## src/rtl/ppr_pkg.sv

```systemverilog
// Package of the partial permutation ranker: widths, defaults, register codes
// and the beat payload types. Depends on nothing.
package ppr_pkg;

   localparam int MAX_TILES_DEF   = 9;
   localparam int BOARD_CELLS_DEF = 16;
   localparam int INPUT_FIELDS    = 9;
   localparam int POS_W           = 4;
   localparam int INDEX_W         = 32;
   localparam int PEBBLE_W        = 4;
   localparam int CSR_DATA_W      = 32;
   localparam int CSR_ADDR_W      = 3;

   localparam logic [PEBBLE_W-1:0]   PEBBLE_RESET          = 4'd9;
   localparam logic [CSR_ADDR_W-1:0] CSR_PEBBLE_COUNT_ADDR = 3'd0;

   typedef logic [POS_W-1:0] pos_type;

   typedef struct packed {
      pos_type tile_pos_0;
      pos_type tile_pos_1;
      pos_type tile_pos_2;
      pos_type tile_pos_3;
      pos_type tile_pos_4;
      pos_type tile_pos_5;
      pos_type tile_pos_6;
      pos_type tile_pos_7;
      pos_type tile_pos_8;
   } tile_req_type;

   typedef struct packed {
      logic [INDEX_W-1:0] table_index;
   } rank_rsp_type;

endpackage

```

## src/rtl/ppr_cell.sv

```systemverilog
// One cell of the ranking chain: while its index is below the tile count it folds the digit
// of its own tile into the running index by one Horner step; it registers the beat. Depends on ppr_pkg.
module ppr_cell import ppr_pkg::*; #(
   parameter int MAX_TILES   = MAX_TILES_DEF,
   parameter int BOARD_CELLS = BOARD_CELLS_DEF,
   parameter int CELL_IDX    = 0,
   localparam int CNT_W      = $clog2(MAX_TILES + 1)
) (
   input  logic                                clock,
   input  logic                                reset,
   input  logic [CNT_W-1:0]                    tile_count,
   input  logic                                in_valid,
   output logic                                in_ready,
   input  logic [INDEX_W-1:0]                  in_acc,
   input  logic [MAX_TILES-1:0][POS_W-1:0]     in_pos,
   output logic                                out_valid,
   input  logic                                out_ready,
   output logic [INDEX_W-1:0]                  out_acc,
   output logic [MAX_TILES-1:0][POS_W-1:0]     out_pos
);

   localparam logic [INDEX_W-1:0] FACTOR =
      (BOARD_CELLS > CELL_IDX) ? INDEX_W'(BOARD_CELLS - CELL_IDX) : '0;

   logic                            valid_ff;
   logic                            valid_in;
   logic [INDEX_W-1:0]              acc_ff;
   logic [INDEX_W-1:0]              acc_in;
   logic [MAX_TILES-1:0][POS_W-1:0] pos_ff;
   logic [MAX_TILES-1:0]            lt_vec;
   logic [CNT_W-1:0]                less_cnt;
   logic [INDEX_W-1:0]              digit;
   logic [INDEX_W-1:0]              scaled;
   logic                            active;
   logic                            load;

   assign in_ready = !valid_ff || out_ready;
   assign load     = in_valid && in_ready;

   // Digit: own cell minus the earlier tiles that sit on a lower cell.
   always_comb begin
      lt_vec = '0;
      for (int j = 0; j < MAX_TILES; j++) begin
         if (j < CELL_IDX && in_pos[j] < in_pos[CELL_IDX]) begin
            lt_vec[j] = 1'b1;
         end
      end
      less_cnt = CNT_W'($countones(lt_vec));
      digit    = INDEX_W'(in_pos[CELL_IDX]) - INDEX_W'(less_cnt);
      scaled   = in_acc * FACTOR;
      active   = tile_count > CNT_W'(CELL_IDX);
      acc_in   = active ? scaled + digit : in_acc;
   end

   always_comb begin
      valid_in = valid_ff;
      if (in_ready) begin
         valid_in = in_valid;
      end
   end

   always_ff @(posedge clock) begin
      if (reset) begin
         valid_ff <= 1'b0;
      end else begin
         valid_ff <= valid_in;
      end
   end

   always_ff @(posedge clock) begin
      if (load) begin
         acc_ff <= acc_in;
         pos_ff <= in_pos;
      end
   end

   assign out_valid = valid_ff;
   assign out_acc   = acc_ff;
   assign out_pos   = pos_ff;

endmodule

```

## config.mk

```make
export PLATFORM = sky130hd
export DESIGN_NAME = ppr_cell
export DESIGN_NICKNAME = d
export VERILOG_FILES = /design/src/rtl/ppr_pkg.sv /design/src/rtl/ppr_cell.sv
export SDC_FILE = /design/constraint.sdc
export NUM_CORES = 1
export LEC_CHECK = 0
export BUFFER_PORTS_ARGS = -buffer_cell sky130_fd_sc_hd__buf_2
export CORE_MARGIN = 5
export CORE_UTILIZATION = 23
export CTS_CLUSTER_DIAMETER = 40
export DETAILED_ROUTE_END_ITERATION = 8
export HOLD_SLACK_MARGIN = 0.06
export REMOVE_ABC_BUFFERS = 1
export SETUP_SLACK_MARGIN = 0.05
export SYNTH_ARGS = -nofsm -noshare
export SYNTH_HDL_FRONTEND = slang
export SYNTH_SLANG_ARGS = --single-unit
```

## constraint.sdc

```tcl
create_clock -name clock -period 3.4 [get_ports clock]
set_clock_uncertainty 0.15 [all_clocks]
set_input_delay 0.68 -clock clock [delete_from_list [all_inputs] [get_ports clock]]
set_output_delay 0.68 -clock clock [all_outputs]
set_load 0.05 [all_outputs]
```

==> results.cfg <==
[routing]
top_layer_used = met4
met1Wirelength_mm = 2.424
drt-initial-drc-count = 55
first_pass_iters = 4
wl_met3_um = 590
drc = 0
ant_nets = 0
dr_total_vias = 1636
routed_wl_mm = 6.310
avgRoutedWirePerCell_um = 15.39
met2_length_mm = 3.141
detail_route.vias_per_cell = 3.990

[global_routing]
grt_pass1_vias = 1743
grt_pass1_wl_mm = 9.142
grt_max_degree = 33
overflow = 0
grt_antenna_before_repair = 0
track_usage_pct = 9.524

[yosys]
synth_area_leaders = edfxtp_1 82%, mux2_2 14%, buf_6 1.4%
synthCells = 109
ys_types = 10
avgSynthCellArea_um2 = 22.92
yosysTopAreaCellShare_pct = 81.72
synth_seq_cells = 69
yosysSeqAreaShare_pct = 82.52
synth_area_mm2 = 0.002499
yosysWarnings = 0
yosys.area.top_type = edfxtp_1

[worst_setup_path]
crit_chain = buf_2 -> nand2b_1 -> buf_2
crit_path_top_delay_cell = buf_2
critPathMaxFanout = 3
crit_required_ns = 2.57
arrival_ns = 1.16
cp-end-kind = primary output
critPathMaxStageDelay_ns = 0.28
path_class = in2out
cpMostUsedCell = buf_2
cp-start-kind = input port

[finish]
num-nets-final = 341
final_common_cell = buf_2
antenna_cells = 0
syn2layout_area_growth_pct = 41.96
layout_common_cells = 145 x buf_2, 68 x edfxtp_1, 30 x mux2_2
stdcell_count = 410
drive_gt1_share_pct = 70.74
final_util_pct = 33.01

[clocking]
clkLatencyLatePin_ns = 0.34
clock_sinks = 69
clkTransAtPathRegs_ns = 0.08
postCtsSetupBuffers = 0
root_buffer = clkbuf_8
cts_buffer_depth = 2
htree_levels = 3
ctsResizeCount = 0
cts_made_buffers = 9
cts_tree = built
ctsHoldBuffers = 0

[sta]
fmax_mhz = 503.6
worst_slack_ns = 1.414
maxSlewViolCount = 0
period_minus_slack_ns = 1.986
worst_pin_slew_ns = 0.4899
finalSetupViolCount = 0
period_share_pct = 58.40
whs_ns = 0.3422
final_hold_viol_count = 0
rsz0062_at_grt = no
max-slew-margin-rel_pct = 67.34

[status]
status = completed

[power]
cellPowerDensity_mw_per_mm2 = 534.3
internal_power_uw = 1338
peakVddDrop_mv = 0.1587
power.switching_uw = 557.1
power.share.clock_pct = 29.2
switching_share_pct = 29.39
p_comb_share_pct = 17.6
p_leak_uw = 0.001453
power_frac_seq_pct = 53.2

[die]
core_area_mm2 = 0.01075
die_h_um = 114.2
io_pins = 146
start_util_pct = 23.25
die-area_mm2 = 0.01305
fp-row-count = 38
fp.dieW_um = 114.2

[placed_design]
dp.cells = 394
pre_cts_slack_ns = 1.029
gp_congestion = 0.6944
port_buffers = 145
dp_hpwl_mm = 4.871

[job]
maxCapViolCount = 0

[hold_path]
hold_path.class = in2reg
## critical path, delay by kind of cell
kind / cells / cell delay [ns]
buf+inv: 2 / 0.35
simple gates: 1 / 0.12
## worst paths after layout
kind | to | slack, ns | cells after the start | from
worst max-delay path | in_ready | 1.41 | 3 | out_ready
worst min-delay path | out_valid | 0.34 | 2 | reset
worst min register to register | out_valid | 0.38 | 2 | out_valid
worst max register to register | out_pos[8] | 1.56 | 3 | out_valid
## power by group through the flow
stage	logic (uW)	registers, uW	clock network [uW]
3_3_place_gp	334	1030	0
2_1_floorplan	44.7	1210	0
3_5_place_dp	338	1030	0
5_1_grt	349	1010	621
6_report	333	1010	554
4_1_cts	338	1010	582
## layer usage
layer	global-route usage (%)	vias to the layer above
met5	0	-
met4	6.413	0
met3	2.801	10
met2	15.50	92
met1	10.79	787
li1	-	747
## cells by family after synthesis
| group | share of synthesized area (%) |
|---|---|
| AO/OA/AOI/OAI | 0.2001 |
| buffers and inverters | 1.502 |
| flip-flops | 82.52 |
| multiplexers | 14.42 |
| AND/OR/NAND/NOR | 1.352 |
## cells in the mapped netlist, drive strengths merged
master and count:
a21oi 1, mux2 32, and2 1, dfxtp 1, nand2b 1, nor4 1, inv 1, edfxtp 68
buf 3
## sequential cells by signal, summed over array words and instances, names as in the netlist
signal and cells:
out_acc 32, out_pos 36, out_valid 1
## per-stage QoR
step	cell area, um2	setup TNS (ns)	total power, uW
finish	3547	0	1895
global placement	3390	0	1360
global route	3547	0	1983
CTS	3547	0	1930
detailed placement	3390	0	1366
floorplan	2465	-0.1883	1255
## area by class of cell
type,count,area [um2]
repair buffers,148,748.2
clock buffers,10,127.6
well taps,140,175.2
fillers,1093,7198
clock inverters,6,30.03
inverters,1,3.754
flip-flops and latches,69,2062
multi-input cells,36,400.4
No activity file was read; power rests on OpenSTA's default activity.
