$ cat src/rtl/ppr_pkg.sv
// Package of the partial permutation ranker: widths, defaults, register codes
// and the beat payload types. Depends on nothing.
package ppr_pkg;

   localparam int MAX_TILES_DEF   = 9;
   localparam int BOARD_CELLS_DEF = 16;
   localparam int INPUT_FIELDS    = 9;
   localparam int POS_W           = 4;
   localparam int INDEX_W         = 32;
   localparam int PEBBLE_W        = 4;
   localparam int CSR_DATA_W      = 32;
   localparam int CSR_ADDR_W      = 3;

   localparam logic [PEBBLE_W-1:0]   PEBBLE_RESET          = 4'd9;
   localparam logic [CSR_ADDR_W-1:0] CSR_PEBBLE_COUNT_ADDR = 3'd0;

   typedef logic [POS_W-1:0] pos_type;

   typedef struct packed {
      pos_type tile_pos_0;
      pos_type tile_pos_1;
      pos_type tile_pos_2;
      pos_type tile_pos_3;
      pos_type tile_pos_4;
      pos_type tile_pos_5;
      pos_type tile_pos_6;
      pos_type tile_pos_7;
      pos_type tile_pos_8;
   } tile_req_type;

   typedef struct packed {
      logic [INDEX_W-1:0] table_index;
   } rank_rsp_type;

endpackage

$ cat src/rtl/ppr_csr.sv
// APB-style register block of the ranker: holds pebble_count and hands the
// clamped tile count to the cell chain. Depends on ppr_pkg.
module ppr_csr import ppr_pkg::*; #(
   parameter int MAX_TILES   = MAX_TILES_DEF,
   parameter int BOARD_CELLS = BOARD_CELLS_DEF,
   localparam int CNT_W      = $clog2(MAX_TILES + 1)
) (
   input  logic                  clock,
   input  logic                  reset,
   input  logic                  psel,
   input  logic                  penable,
   input  logic                  pwrite,
   input  logic [CSR_ADDR_W-1:0] paddr,
   input  logic [CSR_DATA_W-1:0] pwdata,
   output logic [CSR_DATA_W-1:0] prdata,
   output logic                  pready,
   output logic [CNT_W-1:0]      tile_count
);

   localparam int K_MAX = (MAX_TILES < BOARD_CELLS) ? MAX_TILES : BOARD_CELLS;

   logic [PEBBLE_W-1:0] pebble_ff;
   logic [PEBBLE_W-1:0] pebble_in;
   logic                wr_hit;

   assign pready = 1'b1;
   assign wr_hit = psel && penable && pwrite && (paddr == CSR_PEBBLE_COUNT_ADDR);

   always_comb begin
      pebble_in = pebble_ff;
      if (wr_hit) begin
         pebble_in = pwdata[PEBBLE_W-1:0];
      end
   end

   always_ff @(posedge clock) begin
      if (reset) begin
         pebble_ff <= PEBBLE_RESET;
      end else begin
         pebble_ff <= pebble_in;
      end
   end

   assign prdata = (paddr == CSR_PEBBLE_COUNT_ADDR)
                 ? {{(CSR_DATA_W-PEBBLE_W){1'b0}}, pebble_ff} : '0;

   // A count of zero ranks one tile; counts above the smaller of the chain length and BOARD_CELLS saturate.
   always_comb begin
      if (pebble_ff == '0) begin
         tile_count = CNT_W'(1);
      end else if (int'(pebble_ff) > K_MAX) begin
         tile_count = CNT_W'(K_MAX);
      end else begin
         tile_count = CNT_W'(pebble_ff);
      end
   end

endmodule

$ cat config.mk
export PLATFORM = sky130hd
export DESIGN_NAME = ppr_csr
export DESIGN_NICKNAME = d
export VERILOG_FILES = /design/src/rtl/ppr_pkg.sv /design/src/rtl/ppr_csr.sv
export SDC_FILE = /design/constraint.sdc
export NUM_CORES = 1
export LEC_CHECK = 0
export CORE_AREA = 2 2 39 41
export DETAILED_ROUTE_END_ITERATION = 10
export DIE_AREA = 0 0 41 43
export DONT_BUFFER_PORTS = 1
export PLACE_DENSITY = 0.48
export SLEW_MARGIN = 20
export SYNTH_ARGS = -nofsm -noshare
export SYNTH_HDL_FRONTEND = slang
export SYNTH_SLANG_ARGS = --single-unit
$ cat constraint.sdc
create_clock -name clock -period 1.2 [get_ports clock]
set_clock_uncertainty 0.15 [all_clocks]
set_input_delay 0 -clock clock [delete_from_list [all_inputs] [get_ports clock]]
set_output_delay 0 -clock clock [all_outputs]
set_load 0.01 [all_outputs]
==> summary.log <==
qor: routing.routed_wirelength 648 um
qor: clock_network.path_clk_slew 0.04 ns
qor: clock_network.tritoncts_clock_tree yes
qor: routing.detail_route.vias_per_cell 3.73
qor: place.gp_congestion 0.568
qor: place.placed_area 384 sq um
qor: cells_and_area.finish.instance_area 469 sq um
qor: cells_and_area.area_growth -2.34%
qor: place.dpl.hpwl 551 um
qor: worst_setup_path.critPathCaptureType primary output
qor: floorplanning.floorplan.die_area 1760 sq um
qor: floorplanning.standard_cell_row_count 14
qor: cells_and_area.post_layout_nets 109
qor: clock_network.cts_root_buffer clkbuf_4
qor: cells_and_area.fillers 162
qor: cells_and_area.commonest_non_fill_non_tap_cell_in_the_layout conb_1
qor: floorplanning.start_util 34.7%
qor: status.run_status finished, violations left
qor: synth.post_synth_instance_area 480 sq um
qor: synth.synthesis.area_per_instance 8.01 sq um
qor: global_routing.grt_first_pass_wirelength 828 um
qor: timing.finalCritPeriodShare 101%
qor: cells_and_area.finalCoreUtilization 33.9%
qor: status.violations negative setup slack
qor: synth.total_of_flip_flops_plus_latches_after_synthesis 4
qor: place.dpl.cell_count 74
qor: timing.hold_violations 0
qor: floorplanning.die_width 41 um
qor: clock_network.clock_tree.htree_level_count 1
qor: synth.syn-instance-count 60
qor: timing.worst_hold_slack 0.00487 ns
qor: cells_and_area.largest_reg_flops 4
qor: worst_setup_path.required 1.05 ns
qor: floorplanning.placeableCoreArea 1380 sq um
qor: synth.proportion_of_synthesized_chip_area_in_sequential_cells 16.7%
qor: cells_and_area.stdcell_count 83
qor: routing.post-route-drc-count 0
qor: routing.drt-initial-drc-count 5
qor: clock_network.cts_buf_count 3
qor: synth.synth-warning-count 0
qor: timing.layout_min_cycle_time 1.22 ns
qor: timing.summed_negative_setup_slack_over_all_endpoints -0.0161 ns
qor: worst_setup_path.cp-start-kind register
qor: power_and_ir_drop.total_power 0.370 mW
qor: place.preCtsSetupSlack 0.169 ns
qor: cells_and_area.layout_top_registers pebble_ff (4)
qor: clock_network.ctsLongestPathBuffers 2
qor: routing.routed-via-count 310
qor: timing.drv_slew 0
qor: routing.drtAntennaViolNets 0
qor: power_and_ir_drop.p_leak 0.225 nW
qor: global_routing.grt_antenna_before_repair 0
qor: global_routing.vias_in_the_first_global_route 225
qor: timing.finalSetupViolations 1
qor: flow_run.maximum_capacitance_violations 0
qor: synth.synth_top_cell_area_share 45.3%
qor: cells_and_area.layout-drive-gt1-share 20.9%
qor: clock_network.cts.sinks 4
qor: synth.synth_area_leaders buf_4 (45%), dfxtp_1 (17%), mux2i_1 (8.3%), and2_2 (6.3%), nand2b_1 (5.2%)
qor: timing.timing.fmax 822 MHz
qor: global_routing.global_route.overflow_total 0
qor: timing.rsz_0062_raised_after_global_routing yes
qor: routing.post_drt_wl_per_cell 7.81 um
qor: routing.drt-pass1-iter-count 3
qor: place.portBuffers 0
qor: synth.synth_top_cell_by_area buf_4
qor: synth.library_cells_used_by_synthesis 15
qor: worst_setup_path.critical_path_peak_fanout 4
qor: cells_and_area.multi_input_area 272 sq um
qor: floorplanning.dieHeight 43 um
qor: cells_and_area.num_antenna_cells 0
qor: worst_setup_path.criticalPathCategory reg -> out
qor: cells_and_area.register_ranked_first_by_flip_flop_count pebble_ff
qor: global_routing.globalRouteTotalUtil 7.32%
qor: global_routing.grt_max_degree 9
qor: cells_and_area.register_cell_area_after_layout 82.6 sq um
qor: timing.layout_setup_ws -0.0161 ns
qor: min_path.hp-class in -> reg
qor: power_and_ir_drop.power_dens_cells 788 nW/um^2
qor: clock_network.clock_insertion_delay_worst_skew 0.23 ns
qor: worst_setup_path.timing.critical_path.arrival 1.07 ns
qor: cells_and_area.layout_common_cells conb_1 (29), dlygate4sd3_1 (5)
qor: floorplanning.design.portCount 77
qor: power_and_ir_drop.max-vdd-ir-drop 219 uV
## path summary, 6_finish.rpt
kind	cells past startpoint	slack, ns	to	start
worst max-delay path	2	-0.02	tile_count[0]	pebble_ff[1]
worst min-delay path	2	0.005	pebble_ff[2]	penable
worst max register to register	3	0.27	pebble_ff[3]	pebble_ff[3]
worst min register to register	2	0.34	pebble_ff[1]	pebble_ff[1]
## cell usage after synthesis
master    number
nor2b_1        2
or3b_1         1
nand2b_1       4
and4_1         1
conb_1         2
and2_2         4
dfxtp_1        4
clkbuf_1       1
buf_6          1
nor3_2         1
nor3_1         1
mux2i_1        4
nor2_1         4
o21ai_0        1
buf_4         29
## logic make-up (layout without fill, tap and decap cells)
kind of cell / after synthesis / after routing / share of synthesized area (%)
AO/OA/AOI/OAI: 1 / 1 / 1.04
AND/OR/NAND/NOR: 18 / 18 / 24.0
flip-flops: 4 / 4 / 16.7
buffers and inverters: 31 / 11 / 48.4
other: 2 / 29 / 1.56
multiplexers: 4 / 4 / 8.33
## power breakdown
part	switching [mW]	total (mW)	internal, mW
Sequential	0.000986	0.136	0.135
Clock	0.0479	0.159	0.111
Combinational	0.0533	0.0747	0.0214
Total	0.102	0.370	0.268
## timing repair
item	in CTS	in global routing
resized for setup	4	0
buffers inserted	1	0
pin swaps	0	0
endpoints found under the hold margin	4	0
hold buffers	5	0
setup endpoints to repair	1	1
## cell type report
cell class	count	area share, %
flip-flops and latches	4	17.6
well taps	16	4.27
multi-input cells	52	57.9
clock buffers	3	4.80
repair buffers	8	15.5
## worst max-delay path, cell delays in order, from the launching register on
cell and delay [ns]:
dfxtp_2 0.32, o21ai_1 0.12, or3b_4 0.40
## metal layers
metal,track usage [%],wire [um],vias up
li1,-,-,145
met5,0,0,-
met4,6.00,0,0
met3,3.66,94,0
met1,5.77,195,139
met2,12.2,357,26
Power figures use the tool's default switching activity.
